### config.mk
export PLATFORM = sky130hd
export DESIGN_NAME = c_subset_lexer_step_unit
export DESIGN_NICKNAME = d
export VERILOG_FILES = /design/src/rtl/lex_pkg.sv /design/src/rtl/lex_front.sv /design/src/rtl/lex_back.sv /design/src/rtl/c_subset_lexer_step_unit.sv
export VERILOG_INCLUDE_DIRS = /design/src /design/src/rtl
export SDC_FILE = /design/constraint.sdc
export NUM_CORES = 2
export LEC_CHECK = 0
export BUFFER_PORTS_ARGS = -buffer_cell sky130_fd_sc_hd__buf_2
export CAP_MARGIN = 20
export CORE_UTILIZATION = 64
export DETAILED_ROUTE_END_ITERATION = 8
export PLACE_DENSITY_LB_ADDON = 0.05
export RECOVER_POWER = 100
export SYNTH_ARGS = -nofsm -noshare
export SYNTH_HDL_FRONTEND = slang
export SYNTH_SLANG_ARGS = --single-unit
### constraint.sdc
create_clock -name i_clk -period 18.3 [get_ports i_clk]
set_input_delay 3.66 -clock i_clk [delete_from_list [all_inputs] [get_ports i_clk]]
set_output_delay 3.66 -clock i_clk [all_outputs]
set_load 0.02 [all_outputs]
### src/rtl/assert_macros.svh
// Assertion macros used by the lexer top level.
// No dependencies.
`ifndef ASSERT_MACROS_SVH
`define ASSERT_MACROS_SVH
// Check an implication on every rising clock edge outside reset.
`define CHK_IMPL(label, clk, rst_n, cond, prop, msg) \
    label: assert property (@(posedge clk) disable iff (!rst_n) (cond) |-> (prop)) \
        else $error(msg);
// Check that a condition always holds outside reset.
`define CHK_ALWAYS(label, clk, rst_n, prop, msg) \
    label: assert property (@(posedge clk) disable iff (!rst_n) (prop)) else $error(msg);
`endif

### src/rtl/lex_pkg.sv
// Types and constants for the C subset lexer.
// No dependencies.
package lex_pkg;

    typedef struct packed {
        logic [7:0] in_byte;
        logic       end_of_input;
    } t_in_item;

    typedef struct packed {
        logic        is_text;
        logic [7:0]  text_byte;
        logic [5:0]  token_kind;
        logic [31:0] int_value;
        logic [15:0] token_line;
        logic [15:0] token_column;
        logic        last_of_item;
    } t_out_item;

    typedef enum logic [4:0] {
        M_IDLE, M_SLASH, M_LINE, M_BLOCK, M_BLOCK_STAR, M_IDENT, M_NUMBER,
        M_STRING, M_STRING_ESC, M_CHAR_OPEN, M_CHAR_ESC, M_CHAR_CLOSE, M_OP_FIRST
    } t_lex_mode;

    localparam logic [5:0] K_END    = 6'd0;
    localparam logic [5:0] K_IDENT  = 6'd15;
    localparam logic [5:0] K_INT    = 6'd16;
    localparam logic [5:0] K_STRING = 6'd17;
    localparam logic [5:0] K_CHAR   = 6'd18;
    localparam logic [5:0] K_SLASH  = 6'd30;

    // Byte class found by the front end.
    typedef enum logic [2:0] {
        C_OTHER, C_SPACE, C_ALPHA, C_DIGIT, C_NEWLINE
    } t_byte_class;

    // Classified item passed from front to back.
    typedef struct packed {
        logic [7:0]  in_byte;
        logic        eoi;
        t_byte_class cls;
        logic [15:0] line;
        logic [15:0] column;
    } t_cls_item;

    function automatic logic [5:0] single_kind(input logic [7:0] b);
        logic [5:0] k;
        begin
            unique case (b)
                8'h2b: k = 6'd27;  8'h2d: k = 6'd28;  8'h2a: k = 6'd29;
                8'h2f: k = 6'd30;  8'h25: k = 6'd31;  8'h26: k = 6'd32;
                8'h7c: k = 6'd33;  8'h5e: k = 6'd34;  8'h7e: k = 6'd35;
                8'h28: k = 6'd36;  8'h29: k = 6'd37;  8'h7b: k = 6'd38;
                8'h7d: k = 6'd39;  8'h5b: k = 6'd40;  8'h5d: k = 6'd41;
                8'h3b: k = 6'd42;  8'h2c: k = 6'd43;  8'h3d: k = 6'd44;
                8'h3c: k = 6'd45;  8'h3e: k = 6'd46;
                default: k = K_END;
            endcase
            return k;
        end
    endfunction

    function automatic logic [5:0] pair_kind(input logic [7:0] a, input logic [7:0] b);
        logic [5:0] k;
        begin
            k = K_END;
            if (a == "&" && b == "&") k = 6'd19;
            if (a == "|" && b == "|") k = 6'd20;
            if (a == "=" && b == "=") k = 6'd21;
            if (a == "!" && b == "=") k = 6'd22;
            if (a == "<" && b == "=") k = 6'd23;
            if (a == ">" && b == "=") k = 6'd24;
            if (a == "<" && b == "<") k = 6'd25;
            if (a == ">" && b == ">") k = 6'd26;
            return k;
        end
    endfunction

    function automatic logic [7:0] escape_of(input logic [7:0] b);
        logic [7:0] r;
        begin
            r = b;
            if (b == "n") r = 8'h0a;
            if (b == "t") r = 8'h09;
            return r;
        end
    endfunction

endpackage

### src/rtl/lex_front.sv
// Front end: accepts bytes, classifies them and tracks source position.
// Depends on lex_pkg.
module lex_front import lex_pkg::*; #(
    parameter int POSITION_WIDTH = 16
) (
    input  logic      i_clk,
    input  logic      i_rst_n,
    input  logic      i_push,
    input  t_in_item  i_item,
    output logic      o_full,
    output logic      o_valid,
    output t_cls_item o_item,
    input  logic      i_take
);
    localparam logic [POSITION_WIDTH-1:0] PosMax = '1;

    logic [POSITION_WIDTH-1:0] r_line, r_col, n_line, n_col;
    logic      r_valid;
    t_cls_item r_item, n_item;
    logic      accept;
    logic [7:0] b;

    assign o_full  = r_valid && !i_take;
    assign accept  = i_push && !o_full;
    assign o_valid = r_valid;
    assign o_item  = r_item;
    assign b       = i_item.in_byte;

    always_comb begin
        n_line = r_line;
        n_col  = r_col;
        if (!i_item.end_of_input) begin
            if (b == 8'h0a) begin
                if (r_line != PosMax) n_line = r_line + 1'b1;
                n_col = POSITION_WIDTH'(1);
            end else if (r_col != PosMax) begin
                n_col = r_col + 1'b1;
            end
        end
        n_item.in_byte = b;
        n_item.eoi     = i_item.end_of_input;
        if (b == 8'h0a) n_item.cls = C_NEWLINE;
        else if (b == 8'h20 || (b >= 8'd9 && b <= 8'd13)) n_item.cls = C_SPACE;
        else if ((b >= "a" && b <= "z") || (b >= "A" && b <= "Z") || b == "_")
            n_item.cls = C_ALPHA;
        else if (b >= "0" && b <= "9") n_item.cls = C_DIGIT;
        else n_item.cls = C_OTHER;
        n_item.line   = 16'(r_line);
        n_item.column = 16'(r_col);
    end

    always_ff @(posedge i_clk) begin
        if (!i_rst_n) begin
            r_valid <= 1'b0;
            r_line  <= POSITION_WIDTH'(1);
            r_col   <= POSITION_WIDTH'(1);
        end else begin
            if (accept) begin
                r_valid <= 1'b1;
                r_line  <= n_line;
                r_col   <= n_col;
            end else if (i_take) begin
                r_valid <= 1'b0;
            end
        end
    end

    always_ff @(posedge i_clk) begin
        if (accept) r_item <= n_item;
    end
endmodule

### src/rtl/lex_back.sv
// Back end: token state machine and result queue.
// Depends on lex_pkg.
module lex_back import lex_pkg::*; #(
    parameter int KEYWORD_MAX_LEN = 8,
    parameter int VALUE_WIDTH     = 32
) (
    input  logic      i_clk,
    input  logic      i_rst_n,
    input  logic      i_valid,
    input  t_cls_item i_item,
    output logic      o_take,
    output logic      o_empty,
    output t_out_item o_item,
    input  logic      i_pop
);
    localparam int QDepth = 8;
    localparam int QAw    = 3;
    localparam int LenW   = $clog2(KEYWORD_MAX_LEN + 2);

    t_lex_mode r_mode, n_mode;
    logic [7:0] r_kw [KEYWORD_MAX_LEN];
    logic [LenW-1:0] r_len, n_len;
    logic [VALUE_WIDTH-1:0] r_acc, n_acc;
    logic [7:0] r_held, n_held;
    logic [15:0] r_sl, r_sc, n_sl, n_sc;

    t_out_item r_q [QDepth];
    logic [QAw-1:0] r_wp, r_rp;
    logic [QAw:0] r_cnt;

    t_out_item res [3];
    logic [1:0] nres;
    logic kw_wr;
    logic [5:0] kw_kind;
    logic [7:0] b;
    logic [VALUE_WIDTH-1:0] acc_next;

    assign b = i_item.in_byte;
    assign o_take  = i_valid && (r_cnt <= (QAw+1)'(QDepth - 3));
    assign o_empty = (r_cnt == '0);
    assign o_item  = r_q[r_rp];
    assign acc_next = VALUE_WIDTH'(r_acc * VALUE_WIDTH'(10))
                      + VALUE_WIDTH'(b - "0");

    function automatic logic kw_eq(input logic [7:0] kw [KEYWORD_MAX_LEN],
                                   input logic [LenW-1:0] len, input logic [63:0] s,
                                   input int n);
        logic ok;
        begin
            ok = (len == LenW'(n));
            for (int i = 0; i < 8; i++)
                if (i < n && i < KEYWORD_MAX_LEN)
                    if (kw[i] != s[8*(n-1-i) +: 8]) ok = 1'b0;
            return ok;
        end
    endfunction

    always_comb begin
        kw_kind = K_IDENT;
        if      (kw_eq(r_kw, r_len, 64'("int"), 3))      kw_kind = 6'd1;
        else if (kw_eq(r_kw, r_len, 64'("char"), 4))     kw_kind = 6'd2;
        else if (kw_eq(r_kw, r_len, 64'("float"), 5))    kw_kind = 6'd3;
        else if (kw_eq(r_kw, r_len, 64'("void"), 4))     kw_kind = 6'd4;
        else if (kw_eq(r_kw, r_len, 64'("enum"), 4))     kw_kind = 6'd5;
        else if (kw_eq(r_kw, r_len, 64'("union"), 5))    kw_kind = 6'd6;
        else if (kw_eq(r_kw, r_len, 64'("if"), 2))       kw_kind = 6'd7;
        else if (kw_eq(r_kw, r_len, 64'("else"), 4))     kw_kind = 6'd8;
        else if (kw_eq(r_kw, r_len, 64'("for"), 3))      kw_kind = 6'd9;
        else if (kw_eq(r_kw, r_len, 64'("while"), 5))    kw_kind = 6'd10;
        else if (kw_eq(r_kw, r_len, 64'("do"), 2))       kw_kind = 6'd11;
        else if (kw_eq(r_kw, r_len, 64'("return"), 6))   kw_kind = 6'd12;
        else if (kw_eq(r_kw, r_len, 64'("break"), 5))    kw_kind = 6'd13;
        else if (kw_eq(r_kw, r_len, 64'("continue"), 8)) kw_kind = 6'd14;
    end

    // Results are collected in order into res[0..nres-1].
    always_comb begin
        t_out_item tk;
        logic      idle_go;
        logic [15:0] ssl, ssc;
        n_mode = r_mode; n_len = r_len; n_acc = r_acc; n_held = r_held;
        n_sl = r_sl; n_sc = r_sc; kw_wr = 1'b0; nres = '0; idle_go = 1'b0;
        ssl = i_item.line; ssc = i_item.column;
        for (int i = 0; i < 3; i++) res[i] = '0;
        tk = '0;
        tk.token_line = r_sl; tk.token_column = r_sc;
        if (i_item.eoi) begin
            unique case (r_mode)
                M_SLASH:      begin tk.token_kind = K_SLASH; res[0] = tk; nres = 2'd1; end
                M_IDENT:      begin tk.token_kind = kw_kind; res[0] = tk; nres = 2'd1; end
                M_NUMBER:     begin
                    tk.token_kind = K_INT; tk.int_value = 32'(r_acc);
                    res[0] = tk; nres = 2'd1;
                end
                M_STRING_ESC: begin
                    res[0] = tk; res[0].is_text = 1'b1; res[0].text_byte = 8'h5c;
                    tk.token_kind = K_STRING; res[1] = tk; nres = 2'd2;
                end
                M_STRING:     begin tk.token_kind = K_STRING; res[0] = tk; nres = 2'd1; end
                M_CHAR_OPEN, M_CHAR_ESC: begin
                    tk.token_kind = K_CHAR; res[0] = tk; nres = 2'd1;
                end
                M_OP_FIRST:   begin
                    tk.token_kind = single_kind(r_held); res[0] = tk; nres = 2'd1;
                end
                default: ;
            endcase
            res[nres] = '0;
            res[nres].token_kind = K_END;
            res[nres].token_line = i_item.line;
            res[nres].token_column = i_item.column;
            nres = nres + 2'd1;
            n_mode = M_IDLE;
        end else begin
            unique case (r_mode)
                M_SLASH: begin
                    if (b == "/") n_mode = M_LINE;
                    else if (b == "*") n_mode = M_BLOCK;
                    else begin
                        tk.token_kind = K_SLASH; res[0] = tk; nres = 2'd1; idle_go = 1'b1;
                    end
                end
                M_LINE:  if (i_item.cls == C_NEWLINE) n_mode = M_IDLE;
                M_BLOCK: if (b == "*") n_mode = M_BLOCK_STAR;
                M_BLOCK_STAR: begin
                    if (b == "/") n_mode = M_IDLE;
                    else if (b != "*") n_mode = M_BLOCK;
                end
                M_IDENT: begin
                    if (i_item.cls == C_ALPHA || i_item.cls == C_DIGIT) begin
                        res[0] = tk; res[0].is_text = 1'b1; res[0].text_byte = b;
                        nres = 2'd1;
                        if (r_len < LenW'(KEYWORD_MAX_LEN)) begin
                            kw_wr = 1'b1; n_len = r_len + 1'b1;
                        end else n_len = LenW'(KEYWORD_MAX_LEN + 1);
                    end else begin
                        tk.token_kind = kw_kind; res[0] = tk; nres = 2'd1; idle_go = 1'b1;
                    end
                end
                M_NUMBER: begin
                    if (i_item.cls == C_DIGIT) n_acc = acc_next;
                    else begin
                        tk.token_kind = K_INT; tk.int_value = 32'(r_acc);
                        res[0] = tk; nres = 2'd1; idle_go = 1'b1;
                    end
                end
                M_STRING: begin
                    if (b == 8'h22) begin
                        tk.token_kind = K_STRING; res[0] = tk; nres = 2'd1; n_mode = M_IDLE;
                    end else if (b == 8'h5c) n_mode = M_STRING_ESC;
                    else begin
                        res[0] = tk; res[0].is_text = 1'b1; res[0].text_byte = b;
                        nres = 2'd1;
                    end
                end
                M_STRING_ESC: begin
                    res[0] = tk; res[0].is_text = 1'b1; res[0].text_byte = escape_of(b);
                    nres = 2'd1; n_mode = M_STRING;
                end
                M_CHAR_OPEN: begin
                    if (b == 8'h5c) n_mode = M_CHAR_ESC;
                    else begin
                        tk.token_kind = K_CHAR; tk.int_value = 32'(b);
                        res[0] = tk; nres = 2'd1; n_mode = M_CHAR_CLOSE;
                    end
                end
                M_CHAR_ESC: begin
                    tk.token_kind = K_CHAR; tk.int_value = 32'(escape_of(b));
                    res[0] = tk; nres = 2'd1; n_mode = M_CHAR_CLOSE;
                end
                M_CHAR_CLOSE: begin
                    if (b == 8'h27) n_mode = M_IDLE;
                    else idle_go = 1'b1;
                end
                M_OP_FIRST: begin
                    if (pair_kind(r_held, b) != K_END) begin
                        tk.token_kind = pair_kind(r_held, b);
                        res[0] = tk; nres = 2'd1; n_mode = M_IDLE;
                    end else begin
                        tk.token_kind = single_kind(r_held);
                        res[0] = tk; nres = 2'd1; idle_go = 1'b1;
                    end
                end
                default: idle_go = 1'b1;
            endcase
            if (idle_go) begin
                n_mode = M_IDLE;
                if (i_item.cls != C_SPACE && i_item.cls != C_NEWLINE) begin
                    n_sl = i_item.line; n_sc = i_item.column;
                    if (b == "/") n_mode = M_SLASH;
                    else if (i_item.cls == C_ALPHA) begin
                        n_mode = M_IDENT; n_len = LenW'(1); kw_wr = 1'b1;
                        res[nres] = '0; res[nres].is_text = 1'b1; res[nres].text_byte = b;
                        res[nres].token_line = ssl; res[nres].token_column = ssc;
                        nres = nres + 2'd1;
                    end else if (i_item.cls == C_DIGIT) begin
                        n_mode = M_NUMBER; n_acc = VALUE_WIDTH'(b - "0");
                    end else if (b == 8'h22) n_mode = M_STRING;
                    else if (b == 8'h27) n_mode = M_CHAR_OPEN;
                    else if (b == "&" || b == "|" || b == "=" || b == "!" ||
                             b == "<" || b == ">") begin
                        n_mode = M_OP_FIRST; n_held = b;
                    end else begin
                        res[nres] = '0; res[nres].token_kind = single_kind(b);
                        res[nres].token_line = ssl; res[nres].token_column = ssc;
                        nres = nres + 2'd1;
                    end
                end
            end
        end
        if (nres != '0) res[nres - 2'd1].last_of_item = 1'b1;
    end

    always_ff @(posedge i_clk) begin
        if (!i_rst_n) begin
            r_mode <= M_IDLE; r_len <= '0; r_acc <= '0; r_held <= '0;
            r_sl <= 16'd1; r_sc <= 16'd1;
            r_wp <= '0; r_rp <= '0; r_cnt <= '0;
        end else begin
            if (o_take) begin
                r_mode <= n_mode; r_len <= n_len; r_acc <= n_acc; r_held <= n_held;
                r_sl <= n_sl; r_sc <= n_sc;
                r_wp <= r_wp + QAw'(nres);
            end
            if (i_pop && !o_empty) r_rp <= r_rp + 1'b1;
            r_cnt <= r_cnt + (o_take ? (QAw+1)'(nres) : '0)
                     - ((QAw+1)'(i_pop && !o_empty));
        end
    end

    // Keyword buffer and result queue storage.
    always_ff @(posedge i_clk) begin
        if (o_take && kw_wr) begin
            if (n_len == LenW'(1) && n_mode == M_IDENT && r_mode != M_IDENT)
                r_kw[0] <= b;
            else if (n_len == LenW'(1)) r_kw[0] <= b;
            else r_kw[r_len[LenW-1:0] >= LenW'(KEYWORD_MAX_LEN) ? '0 :
                      $clog2(KEYWORD_MAX_LEN)'(r_len)] <= b;
        end
        if (o_take) begin
            for (int i = 0; i < 3; i++)
                if (2'(i) < nres) r_q[r_wp + QAw'(i)] <= res[i];
        end
    end
endmodule

### src/rtl/c_subset_lexer_step_unit.sv
// Top level of the C subset lexer: front classifier plus token back end.
// Depends on lex_pkg, lex_front, lex_back and assert_macros.svh.
//
// Usage:
//   Input channel: drive i_item (source byte and end-of-input flag) and
//   raise push; a transaction completes on a clock edge with push high
//   and full low. Output channel: while empty is low the oldest result
//   sits on o_item; a transaction completes when pop is high and empty low.
//   Each input byte gives zero to three results; the last one carries
//   last_of_item. Identifier and string text bytes come out before their
//   token.
//   Path: the front register captures the input transaction, then the back
//   end writes the result queue when it takes the classified byte; the
//   result can then be popped.
//   Throughput: one byte per cycle while the result queue has room, set by the
//   token state machine; an eight-entry result queue absorbs bursts.
//   Stall: when the receiver holds off, the queue fills, the back end stops
//   taking classified bytes once fewer than three slots are free and full
//   rises; nothing is dropped.
//   Reset (synchronous, i_rst_n low): mode idle, line and column one,
//   queue empty.
`include "assert_macros.svh"
module c_subset_lexer_step_unit import lex_pkg::*; #(
    parameter int KEYWORD_MAX_LEN = 8,
    parameter int POSITION_WIDTH  = 16,
    parameter int VALUE_WIDTH     = 32
) (
    input  logic      i_clk,
    input  logic      i_rst_n,
    input  logic      push,
    output logic      full,
    input  t_in_item  i_item,
    output logic      empty,
    input  logic      pop,
    output t_out_item o_item
);
    logic      f_valid, b_take;
    t_cls_item f_item;

    // Front: accept and classify bytes, advance position.
    lex_front #(.POSITION_WIDTH(POSITION_WIDTH)) u_front (
        .i_clk, .i_rst_n, .i_push(push), .i_item, .o_full(full),
        .o_valid(f_valid), .o_item(f_item), .i_take(b_take)
    );

    // Back: run the token state machine and hold results.
    lex_back #(.KEYWORD_MAX_LEN(KEYWORD_MAX_LEN), .VALUE_WIDTH(VALUE_WIDTH)) u_back (
        .i_clk, .i_rst_n, .i_valid(f_valid), .i_item(f_item), .o_take(b_take),
        .o_empty(empty), .o_item, .i_pop(pop)
    );

    `CHK_IMPL(a_take_valid, i_clk, i_rst_n, b_take, f_valid, "take without item")
    `CHK_IMPL(a_text_no_kind, i_clk, i_rst_n, !empty && o_item.is_text,
              o_item.token_kind == K_END, "text result carries kind")
    `CHK_ALWAYS(a_kind_range, i_clk, i_rst_n, empty || o_item.token_kind <= 6'd46,
                "kind out of range")
endmodule
==> impl_metrics.csv <==
group,metric,value,unit
outcome,outcome,"complete, but fails checks",
outcome,violations,"max-capacitance violations, max-slew violations",
power,switching_share,29.7,%
die,initial_core_util,64.6,%
synth,syn_inst,4463,
setup_path,crit_required,18.49,ns
grt,grt_pass1_vias,36300,
cells_and_area,final_common_cell,"edfxtp_1",
cells_and_area,final_util,69.1,%
route,routedWlPerCell,27.0,um
sta,finalHoldWorstSlack,0.468,ns
grt,grt_pass1_wl,222000,um
power,power.leakage,20.4,nW
placement,placed_area,0.0509,sq mm
die,chipHeight,281,um
cells_and_area,final_cells,5500,
setup_path,max_stage_delay,3.04,ns
route,vias,37900,
die,die_area,0.0792,sq mm
synth,avgSynthCellArea,11.2,sq um
synth,synth-edff-count,748,
sta,fmax,79.2,MHz
setup_path,crit_arrival,12.81,ns
setup_path,cp_max_fo,53,
cts,ctsResizeCount,0,
setup_path,endpoint_kind,"register",
synth,syn-cell-area,0.0499,sq mm
sta,finalSetupViolCount,0,
route,wl,149000,um
placement,gp_congestion,0.971,
die,row_count,102,
placement,dp_hpwl,87900,um
cells_and_area,drive_gt1_share,11.1,%
setup_path,cp_common_cell,"clkbuf_1",
sta,fin_skew,0.0639,ns
cts,htreeDepth,3,
power,powerDensity,103,mW/mm^2
setup_path,crit_chain,"clkbuf_1 > xnor2_1 > and4_1 > o22ai_1 > nor3_1 > inv_1 > ha_1 > a21oi_1 > a22oi_1 > o211a_1 > clkinvlp_2 > nor4_1 > nand2b_1 > a41o_1 > clkbuf_1",
cts,cts.sinks,875,
die,pin_count,95,
power,p_int,3.89,mW
power,peakVddDrop,83.4,uV
sta,relSlewSlack,-251,%
cts,clk_pin_slew,0.06,ns
grt,grtUsageTotal,37.4,%
power,p_switching,1.64,mW
die,core,0.0773,sq mm
route,routed_via_density,6.88,
placement,portBuffers,94,
die,die_x,281,um
power,seqPwrFrac,43.1,%
route,dr.pass1.iters,6,
synth,post_synth_and_or_nand_nor_area_fraction,14.1,%
sta,hold_viol,0,
setup_path,worstSetupPathType,"reg -> reg",
synth,synthFlopType,"edfxtp_1",
cts,root_buffer,"clkbuf_16",
synth,ys_ff_latch,875,
synth,muxShareOfSynthArea,15.4,%
sta,period_share,69.0,%
cts,clk_path_buf_depth,3,
cts,clk-insertion-delay-late,0.68,ns
synth,synth_top_family_by_area,"multiplexers",
grt,grt_overflow,0,
cells_and_area,areaGrowthSynthToFinish,7.02,%
sta,drv_slew,1932,
route,postRouteAntennaNets,0,
cells_and_area,final_cell_mix,"edfxtp_1, nor2_1, nand2_1, o21ai_0, mux2i_1",
run,maxCapViolations,51,
cells_and_area,nets,4511,
grt,grt_max_degree,77,
synth,synthAdderAreaFrac,2.87,%
synth,async_reset_ff_share,0,%
synth,synth.yosys.warnings,0,
synth,synth-xor-area-share,1.44,%
min_path,hp-class,"reg -> reg",
sta,fin_crit,12.62,ns
route,first_iter_violations,4906,
cts,post_cts_buffers,0,
cells_and_area,diodes,0,
synth,yosysUniqueCellTypes,117,
grt,antenna_found_initial,0,
cells_and_area,fin_area,0.0535,sq mm
sta,worst-slew-pin-transition,5.27,ns
setup_path,cp_slowest_cell,"clkbuf_1",
cts,cts_tree,"built",
power,comb_power_share,23.2,%
synth,synth_compound_area_share,12.5,%
route,drc,0,
synth,seq_area_frac_synth,50.1,%
cts,cts_buffers,93,
setup_path,start_kind,"register",
cts,hold_buffers,0,
power,pwr-share-clk,33.6,%
sta,finalSetupTns,0,ns
synth,syn_nets,4588,
placement,dp.cells,5327,
sta,grt_setup_unrepaired,"no",
## stage by stage
stage          total power, mW  setup WS (ns)
4_1_cts                   5.54          10.05
2_1_floorplan             3.34           5.19
5_1_grt                   5.72           5.13
6_report                  5.53           5.68
3_3_place_gp              3.68          10.83
3_5_place_dp              3.70          10.79
## power groups by stage
| stage | Combinational [mW] | Clock, mW | Sequential [mW] |
|---|---|---|---|
| 2_1_floorplan | 0.977 | 0 | 2.36 |
| 3_3_place_gp | 1.26 | 0 | 2.42 |
| 3_5_place_dp | 1.28 | 0 | 2.42 |
| 4_1_cts | 1.29 | 1.87 | 2.38 |
| 5_1_grt | 1.38 | 1.95 | 2.40 |
| 6_report | 1.29 | 1.86 | 2.39 |
## worst paths after layout
check / start / cells past startpoint / to / slack [ns]
min reg2reg: u_front.r_col[9] / 0 / u_front.o_item[9] / 0.47
max reg2reg: u_front.o_item[36] / 15 / u_back.r_q[1][55] / 5.68
min: u_front.r_col[9] / 0 / u_front.o_item[9] / 0.47
max: u_front.o_item[36] / 15 / u_back.r_q[1][55] / 5.68
## synth_stat cells, types with 58 or more instances
| cell type | instances | area, sq um |
|---|---|---|
| a22o_1 | 64 | 561 |
| and3_1 | 58 | 363 |
| dfxtp_1 | 127 | 2540 |
| mux2_2 | 96 | 1080 |
| edfxtp_1 | 748 | 22500 |
| buf_2 | 97 | 485 |
| ha_1 | 108 | 1350 |
| o21ai_0 | 302 | 1510 |
| nor3_1 | 59 | 295 |
| nand3_1 | 67 | 335 |
| a211oi_1 | 83 | 623 |
| mux4_2 | 160 | 3600 |
| clkbuf_1 | 191 | 717 |
| nor2_1 | 604 | 2270 |
| a21oi_1 | 210 | 1050 |
| nand2_1 | 345 | 1290 |
| mux2i_1 | 288 | 2880 |
## routing by layer
metal,GRT usage [%],vias to the layer above,routed length [um]
li1,-,16700,-
met1,53.4,18400,59300
met2,57.9,2358,67200
met3,6.25,391,16400
met4,13.9,0,5610
met5,0,-,0
## state kept, by name, summed over array words and instances, names as in the netlist, named ones only
signal and count:
u_back.r_q 640, u_back.r_wp 3, u_front.r_col 16, u_front.r_line 16, u_back.r_mode 5, u_front.o_valid 1, u_back.r_sc 16, u_back.r_rp 3
u_back.r_len 4, u_back.r_acc 32, u_back.r_cnt 4, u_back.r_held 8, u_back.r_kw 64, u_front.o_item 44, u_back.r_sl 16
## layout make-up
type	instances	area, sq um
Timing Repair Buffer	169	808
Inverter	60	228
Clock buffer	121	2520
Fill cell	5823	23900
Sequential cell	875	25000
Clock inverter	48	483
Multi-Input combinational cell	3187	23100
Tap cell	1040	1300
## critical path: cells and delay by family (launching register included)
family,cells,cell delay [ns]
AOI/OAI and AO/OA,5,3.68
xor gates and xnor gates,1,0.25
adders and majority gates,1,0.17
buffers and inverters,4,5.11
DFF,1,0.32
and+or+nand+nor,4,2.55
## cell families after synthesis
family,after synthesis
flops,875
buf+inv,401
xor+xnor,82
mux,553
simple gates,1471
fa+ha+maj,112
compound gates,969
Note: power is estimated with default switching activity, not from simulation.
